==> src/dst_pkg.sv <==
// Package for the dedup set table: request codes and the control word
// that the top level sends to every storage cell. No dependencies.
package dst_pkg;

  typedef enum logic [1:0] {
    REQ_LOOKUP = 2'd0,
    REQ_INSERT = 2'd1,
    REQ_REMOVE = 2'd2,
    REQ_CLEAR  = 2'd3
  } req_e;

  typedef struct packed {
    logic cmp;    // compare cell contents against the request value
    logic ins;    // append: the cell at position count loads the value
    logic shift;  // remove: cells at or above the hit take their neighbor's value
  } cell_ctrl_t;

endpackage

==> src/dst_cell.sv <==
// One storage cell of the dedup set table: holds one entry, compares it,
// and loads either the request value or its upper neighbor's entry. Uses dst_pkg.
module dst_cell #(
  parameter int IDX = 0,
  parameter int IW  = 7,
  parameter int CW  = 8
) (
  input  logic                clk_i,
  input  logic                rst_ni,
  input  dst_pkg::cell_ctrl_t ctrl_i,
  input  logic [CW-1:0]       count_i,
  input  logic [IW-1:0]       pos_i,
  input  logic signed [31:0]  cmp_value_i,
  input  logic signed [31:0]  ins_value_i,
  input  logic signed [31:0]  next_value_i,
  output logic signed [31:0]  value_o,
  output logic                hit_o
);
  import dst_pkg::*;

  logic signed [31:0] value_q;
  logic               hit_q;
  logic               occupied;

  assign occupied = CW'(IDX) < count_i;

  always_ff @(posedge clk_i or negedge rst_ni) begin
    if (!rst_ni) begin
      hit_q <= 1'b0;
    end else if (ctrl_i.cmp) begin
      hit_q <= occupied && (value_q == cmp_value_i);
    end
  end

  always_ff @(posedge clk_i) begin
    if (ctrl_i.ins && (CW'(IDX) == count_i)) begin
      value_q <= ins_value_i;
    end else if (ctrl_i.shift && (IW'(IDX) >= pos_i)) begin
      value_q <= next_value_i;
    end
  end

  assign value_o = value_q;
  assign hit_o   = hit_q;

endmodule

==> config.mk <==
export PLATFORM = sky130hd
export DESIGN_NAME = dst_cell
export DESIGN_NICKNAME = d
export VERILOG_FILES = /design/src/dst_pkg.sv /design/src/dst_cell.sv
export SDC_FILE = /design/constraint.sdc
export NUM_CORES = 1
export LEC_CHECK = 0
export BUFFER_PORTS_ARGS = -buffer_cell sky130_fd_sc_hd__buf_2
export CAP_MARGIN = 20
export CORE_MARGIN = 4
export CORE_UTILIZATION = 40
export CTS_BUF_LIST = sky130_fd_sc_hd__clkbuf_16
export DETAILED_ROUTE_END_ITERATION = 10
export GPL_TIMING_DRIVEN = 0
export PLACE_DENSITY = 0.86
export SYNTH_ARGS = -nofsm -noshare
export SYNTH_HDL_FRONTEND = slang
export SYNTH_SLANG_ARGS = --single-unit
==> constraint.sdc <==
create_clock -name clk_i -period 2.2 [get_ports clk_i]
set_clock_uncertainty 0.2 [all_clocks]
set_input_delay 0.44 -clock clk_i [delete_from_list [all_inputs] [get_ports clk_i]]
set_output_delay 0.44 -clock clk_i [all_outputs]
set_load 0.03 [all_outputs]
==> metrics.txt, run 1 <==
status finished, final reports clean; sw frac 0.182; Synthesized Nets 237; PortBufs 148; Lkg Pwr 1.44 nW; DR vias 1601; Seq cells post-synth 33; Int Pwr 1.35 mW; clock latency at the later pin of the worst-skew pair 0.27 ns; sequential share of power 0.422; Final Max Tran Viols 0; Most used DFF post-synth edfxtp_1; Max Fclk 0.498 GHz; clock share of power 0.460; Synth area leader edfxtp_1; Longest Clk Path Bufs 2; Die H 77.1 um; HPWL Detailed 4.30 mm; synth unique cells 17; max-cap viol count 0; final hold violation count 0; Slew @ Worst Pin 0.424 ns; RSZ-0062 raised after global routing false; CP Capture Type flop; fillers 338; Slew HR 0.717; Yosys top cell area share 0.503; DR WL/cell 15.4 um; met3 GRT Util 0.0504; met1 Use GR 0.172; CTS Root Cell clkbuf_16; H-tree depth 2; power density cells 570 nW/um^2; Reg-to-Reg Start value_o[25]; critical path startpoint count_i[4]; critical path class input port to flop; Final nets 393; PnR worst setup slack 0.194 ns; final wirelength 5.09 mm; Worst VDD drop 0.472 mV; layout cells sized above 1 0.694; 1st-pass router iterations 4; Non-Filler Instances 330; grt ovf 0; global-route wire length before repair 7.92 mm; CP Max Fanout 32; vias per cell 4.85; Synth warnings 0; number of flops mapped to enable cells by yosys 32; time the worst path needs with I/O delays and setup 2.01 ns; Overall Power 1.65 mW; syn_area_per_cell 15.8 um^2; ANT nets after route 0; CTS tree done; logic gate share of total power 0.119; top cells by count, synth 32 x edfxtp_1, 31 x xor2_1, 29 x mux2_4; CTS Sinks 33; Final setup viols 0; arrival time at the worst endpoint 1.73 ns; GR Util met2 0.336; Async SR Flop Fraction 0.0303; Top Ports 149; CP startpoint kind input port; dpl ws -0.378 ns; Die X 77.1 um; pin count of the biggest net entering global routing 33; placed insts 321; HP Class input port to flop; synth-to-layout area growth 51.6%; final RePlAce weighted congestion 0.858; vias in the first global route 1690; Crit Reg-Reg Endpoint hit_o; initial antenna violation count 0; die area 5950 um^2; Initial Util 0.427; fin crit share 0.912; DRC 0; Core Rows 24; ant diodes 0; ranking of synthesized cells by area edfxtp_1 50%, mux2_4 23%, xor2_1 14%; global route hottest layer met2; CP Capture Point value_o[2]; Critical Path RT 1.92 ns; Seq/Total Area, Yosys 0.516; Reg clk slew, reported paths 0.05 ns; Core Region 4470 um^2; Psw 0.301 mW; most common cell in the netlist edfxtp_1; Iteration-0 DRC Markers 25; R2R setup slack 0.49 ns; Post-Synthesis Cells 121; post-CTS setup buffers 0; GRT Util Overall 0.173; Reg2Reg Depth 4; number of buffers created by CTS 5; post-synthesis cell area 1910 um^2
## worst min-delay path by stage
stage                   startpoint         end  cells after the start
finish                   ctrl_i[2]       hit_o                      3
global route        ins_value_i[2]  value_o[2]                      2
CTS                      ctrl_i[2]       hit_o                      3
detailed placement          rst_ni       hit_o                      1
global placement            rst_ni       hit_o                      1
floorplan                   rst_ni       hit_o                      0
## stage by stage
stage,hold WS (ns),setup TNS [ns],area (um^2),utilization
after detailed placement,0.0193,-12.06,2720,0.608
after global routing,0.264,0,2900,0.647
after global placement,0.0156,-10.21,2720,0.608
after floorplan,-0.0556,0,1910,-
after CTS,0.263,0,2900,0.647
final,0.259,0,2900,0.647
## flip-flops by register name, indices dropped and copies added, names as in the netlist
signal / cells
hit_o: 1
value_o: 32
## timing repair
| action | CTS | global route |
|---|---|---|
| resized for setup | 1 | 0 |
| endpoints found under the hold margin | 1 | 0 |
| hold buffers | 1 | 0 |
| setup endpoints to repair | 32 | 0 |
## critical path: stages
cell and delay [ns]:
buf_2 0.10, nor4_2 0.35, nand3_2 0.24, buf_6 0.24, nand2_4 0.33
## placed cells by master, fill, tap and decap left out, drive strengths merged
cell type | Yosys | layout
buf | 3 | 151
edfxtp | 32 | 32
mux2 | 32 | 32
xor2 | 31 | 31
nor4 | 10 | 10
clkbuf | 0 | 5
nand2 | 3 | 3
nand4 | 2 | 2
nand3 | 2 | 2
nor4b | 1 | 1
xnor2 | 1 | 1
nor3 | 1 | 1
nand2b | 1 | 1
o31ai | 1 | 1
clkinv | 0 | 1
bufinv | 0 | 1
inv | 0 | 1
dfrtp | 1 | 1
dlygate4sd3 | 0 | 1
## routing by layer
layer  wire length [um]  up-vias
met2               2790       88
met4                102        0
li1                   -      767
met3                409        8
met5                  0        -
met1               1790      738
## kinds of logic (layout without fill, tap and decap cells)
family          Yosys count  after routing  synth area share
mux                      32             32             0.246
simple gates             20             20            0.0701
xor+xnor                 32             32             0.147
buf+inv                   3            160            0.0177
flops                    33             33             0.516
compound gates            1              1           0.00393
## final cells by class
| class | count | area [um^2] | area share |
|---|---|---|---|
| clock inverters | 3 | 37.5 | 0.0130 |
| flip-flops and latches | 33 | 986 | 0.340 |
| well taps | 52 | 65.1 | 0.0225 |
| repair buffers | 149 | 751 | 0.259 |
| multi-input cells | 85 | 898 | 0.310 |
| clock buffers | 5 | 125 | 0.0432 |
| plain buffers | 3 | 33.8 | 0.0117 |
## power groups by stage
| stage | sequential, mW | combinational [mW] | clock (mW) |
|---|---|---|---|
| after global placement | 0.708 | 0.189 | 0 |
| after global routing | 0.696 | 0.216 | 0.804 |
| after detailed placement | 0.708 | 0.196 | 0 |
| final | 0.696 | 0.196 | 0.758 |
| after CTS | 0.696 | 0.198 | 0.770 |
| after floorplan | 0.715 | 0.0708 | 0 |
Note: power is estimated with default switching activity, not from simulation.
==> run 2: changes to the inputs <==
--- a/config.mk
+++ b/config.mk
@@ -5,6 +5,7 @@
 export SDC_FILE = /design/constraint.sdc
 export NUM_CORES = 1
 export LEC_CHECK = 0
+export ABC_AREA = 1
 export BUFFER_PORTS_ARGS = -buffer_cell sky130_fd_sc_hd__buf_2
 export CAP_MARGIN = 20
 export CORE_MARGIN = 4
@@ -12,7 +13,8 @@
 export CTS_BUF_LIST = sky130_fd_sc_hd__clkbuf_16
 export DETAILED_ROUTE_END_ITERATION = 10
 export GPL_TIMING_DRIVEN = 0
-export PLACE_DENSITY = 0.86
+export PLACE_DENSITY = 0.83
+export SLEW_MARGIN = 20
 export SYNTH_ARGS = -nofsm -noshare
 export SYNTH_HDL_FRONTEND = slang
 export SYNTH_SLANG_ARGS = --single-unit
==> metrics.txt, run 2 <==
sw frac 0.195 (+0.0125); CP startpoint kind input port; power density cells 494 nW/um^2 (-13%); clock latency at the later pin of the worst-skew pair 0.27 ns (about the same); placed insts 429 (+34%); CP max stage delay 0.36 ns (about the same); Initial Util 0.413 (-0.0137); global-route wire length before repair 8.29 mm (+4.7%); grt ovf 0 (unchanged); Final setup viols 0 (unchanged); Critical-path top delay cell nand2_4; Post-Synthesis Cells 211 (+74%); DR WL/cell 12.7 um (-18%); Reg2Reg Depth 7 (+3); time the worst path needs with I/O delays and setup 1.85 ns (-0.153 ns); CP Capture Type flop; Slew @ Worst Pin 0.442 ns (+0.0177 ns); max reg flops 32 (unchanged); Yosys top cell area share 0.452 (-0.0507); CTS Sinks 33 (unchanged); DR vias 1922 (+20%); commonest non-fill, non-tap cell in the layout buf_2; sequential share of power 0.454 (+0.032); PortBufs 148 (unchanged); die area 6540 um^2 (+10%); Longest Clk Path Bufs 2 (unchanged); number of flops mapped to enable cells by yosys 32 (unchanged); Reg clk slew, reported paths 0.05 ns (about the same); HP Class input port to flop; ranking of synthesized cells by area edfxtp_1 45%, mux2_4 20%, nand2_1 9.7%; Final Max Tran Viols 0 (unchanged); Final nets 483 (+23%); DRC 0 (unchanged); Max Fclk 0.540 GHz (+8.2%); vias per cell 4.40 (-9.3%); most common cell in the netlist nand2_1; CP Max Fanout 32 (unchanged); Overall Power 1.53 mW (-7.1%); clock share of power 0.407 (-0.053); post-synthesis cell area 2120 um^2 (+11%); layout cells sized above 1 0.540 (-0.155); CTS tree done; ant diodes 0 (unchanged); Seq cells post-synth 33 (unchanged); fin crit share 0.843 (-0.0695); pin count of the biggest net entering global routing 33 (unchanged); syn_area_per_cell 10.1 um^2 (-36%); top cells by count, synth 55 x nand2_1, 35 x inv_1, 32 x edfxtp_1; synth-to-layout area growth 46.1%; number of buffers created by CTS 5 (unchanged); Synth warnings 0 (unchanged); Lkg Pwr 1.68 nW (+17%); final RePlAce weighted congestion 0.823 (-4.2%); Core Region 5140 um^2 (+15%); GRT Util Overall 0.166 (-0.00694); logic gate share of total power 0.139 (+0.020); Die X 80.9 um (+4.9%); ANT nets after route 0 (unchanged); initial antenna violation count 0 (unchanged); final hold violation count 0 (unchanged); CTS Root Cell clkbuf_16; status finished, final reports clean; 1st-pass router iterations 4 (unchanged); crit path cell chain buf_2 > nor2_1 > nand2_1 > nor2_2 > nand2_2 > buf_6 > nand2_4; Synthesized Nets 327 (+38%); Reg-to-Reg Start value_o[18]; Seq/Total Area, Yosys 0.464 (-0.0520); H-tree depth 2 (unchanged); critical path class input port to flop; Int Pwr 1.23 mW (-8.5%); post-CTS setup buffers 0 (unchanged); final wirelength 5.53 mm (+8.6%); CP Capture Point value_o[8]; Async SR Flop Fraction 0.0303 (unchanged); HPWL Detailed 4.65 mm (+8.0%); Worst Hold Depth 4 (+1); Crit Reg-Reg Endpoint hit_o; vias in the first global route 1923 (+14%); synth unique cells 15 (-2); arrival time at the worst endpoint 1.57 ns (-0.16 ns); Worst VDD drop 0.379 mV (-20%); R2R setup slack 0.83 ns (+0.34 ns); Slew HR 0.705 (-0.0118); Non-Filler Instances 437 (+32%); commonest non-fill, non-tap cells in the layout 148 x buf_2, 54 x nand2_1, 36 x inv_1; Top Ports 149 (unchanged); RSZ-0062 raised after global routing false; critical path startpoint count_i[3]; Synth area leader edfxtp_1; Die H 80.9 um (+4.9%); Critical Path RT 1.91 ns (about the same); max-cap viol count 0 (unchanged); Iteration-0 DRC Markers 42 (+68%); Psw 0.299 mW (-0.73%); Most used DFF post-synth edfxtp_1; Core Rows 26 (+8.3%)
## run 2: changes by cell type in the layout (fill, tap and decap cells not counted), moves of 2 or more
cell,previous run,this run
inv_1,1,36
nand2_1,2,54
nand3_1,1,5
nand4_1,2,5
nor2_1,0,22
nor4_1,8,1
nor4_2,2,0
or2_2,0,7
xnor2_1,1,11
xor2_1,31,0
## run 2: through the flow
stage | cell area (um^2) | worst slack (ns) | setup TNS [ns] | utilization | hold slack, ns
6_report | 3100 | 0.346 | 0 | 0.604 | 0.234
5_1_grt | 3100 | 0.208 | 0 | 0.604 | 0.257
4_1_cts | 3100 | 0.0811 | 0 | 0.603 | 0.237
3_5_place_dp | 2960 | -0.191 | -6.06 | 0.575 | 0.0211
3_3_place_gp | 2960 | -0.162 | -5.15 | 0.575 | 0.0145
2_1_floorplan | 2130 | 0.214 | 0 | - | -0.0556
## run 2: worst min path at each step
| stage | start | to | slack [ns] |
|---|---|---|---|
| floorplan | rst_ni | hit_o | -0.06 |
| global placement | rst_ni | hit_o | 0.01 |
| detailed placement | rst_ni | hit_o | 0.02 |
| CTS | ctrl_i[2] | hit_o | 0.24 |
| global route | ctrl_i[2] | hit_o | 0.26 |
| finish | ctrl_i[2] | hit_o | 0.23 |
## run 2: worst max-delay path: cells and delay by family
kind / cells / cell delay, ns
simple gates: 5 / 0.81
buf+inv: 2 / 0.30
## run 2: per-layer routing
layer / vias up / global-route usage / wire, um
met1: 863 / 0.187 / 2030
li1: 987 / - / -
met5: - / 0 / 0
met2: 64 / 0.310 / 3090
met3: 8 / 0.0310 / 306
met4: 0 / 0.0574 / 105
## run 2: cells by family (layout without fill, tap and decap cells)
family | count (synthesis) | count (layout) | share of synthesized area
DFF | 33 | 33 | 0.464
and+or+nand+nor | 97 | 97 | 0.192
xor gates and xnor gates | 11 | 11 | 0.0453
buffers and inverters | 38 | 194 | 0.0777
muxes | 32 | 32 | 0.221
## run 2: final cells by class
class / instances / area [um^2]
Buffer: 3 / 33.8
Fill cell: 451 / 2040
Sequential cell: 33 / 986
Clock buffer: 5 / 125
Timing Repair Buffer: 149 / 751
Inverter: 35 / 131
Multi-Input combinational cell: 140 / 981
Tap cell: 70 / 87.6
Clock inverter: 2 / 7.51
## run 2: power groups by stage
stage	sequential [mW]	clock, mW	combinational [mW]
final	0.696	0.624	0.213
after global routing	0.696	0.669	0.236
after CTS	0.696	0.643	0.214
after detailed placement	0.708	0	0.212
after global placement	0.708	0	0.204
after floorplan	0.715	0	0.0858
## run 2: what timing repair did
action | 4_1_cts | 5_1_grt
setup endpoints to repair | 0 | 32
hold endpoints to repair | 1 | 0
hold buffers | 1 | 0
gates resized for setup | 0 | 1
==> run 3: changes to the inputs <==
--- a/config.mk
+++ b/config.mk
@@ -5,7 +5,7 @@
 export SDC_FILE = /design/constraint.sdc
 export NUM_CORES = 1
 export LEC_CHECK = 0
-export ABC_AREA = 1
+export ABC_AREA = 0
 export BUFFER_PORTS_ARGS = -buffer_cell sky130_fd_sc_hd__buf_2
 export CAP_MARGIN = 20
 export CORE_MARGIN = 4
@@ -13,7 +13,7 @@
 export CTS_BUF_LIST = sky130_fd_sc_hd__clkbuf_16
 export DETAILED_ROUTE_END_ITERATION = 10
 export GPL_TIMING_DRIVEN = 0
-export PLACE_DENSITY = 0.83
+export PLACE_DENSITY = 0.86
 export SLEW_MARGIN = 20
 export SYNTH_ARGS = -nofsm -noshare
 export SYNTH_HDL_FRONTEND = slang
==> constraint.sdc (replaced) <==
create_clock -name clk_i -period 1.9 [get_ports clk_i]
set_clock_uncertainty 0.2 [all_clocks]
set_input_delay 0.38 -clock clk_i [delete_from_list [all_inputs] [get_ports clk_i]]
set_output_delay 0.38 -clock clk_i [all_outputs]
set_load 0.03 [all_outputs]
==> metrics.txt, run 3 (synthesized netlist as in run 1, its figures left out) <==
Slew @ Worst Pin 0.359 ns (-0.0830 ns); final hold violation count 0 (unchanged); max reg flops 32 (unchanged); ant diodes 0 (unchanged); Lkg Pwr 1.43 nW (-15%); status finished, final reports clean; Longest Clk Path Bufs 2 (unchanged); Reg clk slew, reported paths 0.05 ns (about the same); logic gate share of total power 0.129 (-0.010); commonest non-fill, non-tap cells in the layout 148 x buf_2, 32 x edfxtp_1, 31 x xor2_1; max-cap viol count 0 (unchanged); HP Class input port to flop; 1st-pass router iterations 4 (unchanged); crit-path leading delay family simple AND/OR/NAND/NOR gates; crit path cell chain buf_2 > nor4_2 > nand3_2 > buf_6 > mux2_4; Hold Slack 0.174 ns (-0.0605 ns); GRT Util Overall 0.183 (+0.0171); final RePlAce weighted congestion 0.744 (-9.5%); PortBufs 148 (unchanged); power density cells 614 nW/um^2 (+24%); Core Region 4470 um^2 (-13%); CP startpoint kind input port; Slew HR 0.759 (+0.0536); Max Fclk 0.549 GHz; clock latency at the later pin of the worst-skew pair 0.27 ns (about the same); Initial Util 0.427 (+0.0137); DR vias 1607 (-16%); commonest non-fill, non-tap cell in the layout buf_2; critical path class input port to flop; fillers 341 (-24%); fin crit share 0.959; Overall Power 1.77 mW (+16%); arrival time at the worst endpoint 1.64 ns (+0.07 ns); vias per cell 4.87 (+11%); layout cells sized above 1 0.694 (+0.155); CP Max Fanout 10 (-69%); dpl ws -0.385 ns (-0.194 ns); Die H 77.1 um (-4.7%); pin count of the biggest net entering global routing 33 (unchanged); initial antenna violation count 0 (unchanged); synth-to-layout area growth 51.0%; Final setup viols 0 (unchanged); Core Rows 24 (-7.7%); Critical-path top delay cell nor4_2; Final Util 0.645 (+0.0412); sw frac 0.196 (+0.00120); CTS Root Cell clkbuf_16; Iteration-0 DRC Markers 30 (-29%); CP Capture Type flop; sequential share of power 0.455 (about the same); PnR worst setup slack 0.0779 ns (-0.269 ns); DRC 0 (unchanged); Top Ports 149 (unchanged); clock share of power 0.416 (+0.009); ANT nets after route 0 (unchanged); number of buffers created by CTS 5 (unchanged); RSZ-0062 raised after global routing false; Final nets 393 (-19%); global-route wire length before repair 8.22 mm (-0.92%); die area 5950 um^2 (-9.1%); Final Max Tran Viols 0 (unchanged); Int Pwr 1.42 mW (+15%); CP max stage delay 0.34 ns (-0.02 ns); worst path buffer plus inverter count 2 (unchanged); time the worst path needs with I/O delays and setup 1.82 ns; final wirelength 5.36 mm (-3.1%); grt ovf 0 (unchanged); post-CTS setup buffers 0 (unchanged); DR WL/cell 16.2 um (+28%); HPWL Detailed 4.40 mm (-5.4%); CTS Sinks 33 (unchanged); H-tree depth 2 (unchanged); Psw 0.348 mW (+16%); vias in the first global route 1748 (-9.1%); Die X 77.1 um (-4.7%); Critical Path RT 1.72 ns (-0.19 ns); CTS tree done; Worst VDD drop 0.463 mV (+22%)
==> run 3: cell types whose count changed in the layout (fill, tap and decap cells not counted), sizes merged, moves of 3 or more <==
cell	previous run	this run
inv	36	3
nand2	56	3
nand3	5	2
nand4	5	2
nor2	23	0
nor4	1	10
or2	7	0
xnor2	11	1
xor2	0	31
==> run 3: layer usage <==
metal / global-route usage / part of all wire / wire [um] / vias to the layer above
met5: 0 / 0 / 0 / -
met4: 0.0730 / 0.023 / 123 / 0
met1: 0.183 / 0.34 / 1840 / 727
li1: - / - / - / 768
met3: 0.0644 / 0.095 / 511 / 11
met2: 0.342 / 0.54 / 2890 / 101
==> run 3: power by group through the flow <==
stage          logic, mW  registers, mW  clock network, mW
3_3_place_gp       0.219          0.820                  0
6_report           0.229          0.806              0.737
4_1_cts            0.230          0.806              0.750
3_5_place_dp       0.227          0.820                  0
5_1_grt            0.252          0.806              0.783
2_1_floorplan     0.0820          0.828                  0
==> run 3: area by class of cell <==
cell class              instances  area, um^2  share of cell area
plain buffers                   3        33.8              0.0117
flip-flops and latches         33         986               0.342
repair buffers                149         751               0.260
clock buffers                   5         125              0.0434
well taps                      52        65.1              0.0225
multi-input cells              85         913               0.317
clock inverters                 3        11.3             0.00390
==> run 3: worst paths after layout <==
path                                   from     endpoint  slack (ns)  cells past startpoint
worst max-delay path             count_i[0]  value_o[25]        0.08                      5
worst min-delay path              ctrl_i[2]        hit_o        0.17                      3
worst max register to register  value_o[22]        hit_o        0.27                      4
worst min register to register        hit_o        hit_o        0.29                      2
max in group asynchronous            rst_ni        hit_o        1.21                      2
min in group asynchronous            rst_ni        hit_o        0.21                      2
==> run 3: repair_timing <==
action,4_1_cts,5_1_grt
hold buffers,1,0
setup endpoints to repair,32,1
hold endpoints to repair,1,0
resized for setup,1,1
==> run 3: worst min-delay path, stage by stage <==
cell	delay [ns]
buf_2	0.10
nand4_1	0.06
o31ai_1	0.07
==> run 3: metrics by stage <==
| stage | cells | cell area [um^2] | TNS [ns] |
|---|---|---|---|
| 6_report | 330 | 2890 | 0 |
| 5_1_grt | 330 | 2890 | 0 |
| 4_1_cts | 330 | 2880 | 0 |
| 3_5_place_dp | 321 | 2720 | -18.56 |
| 3_3_place_gp | 321 | 2720 | -16.21 |
| 2_1_floorplan | 121 | 1920 | 0 |
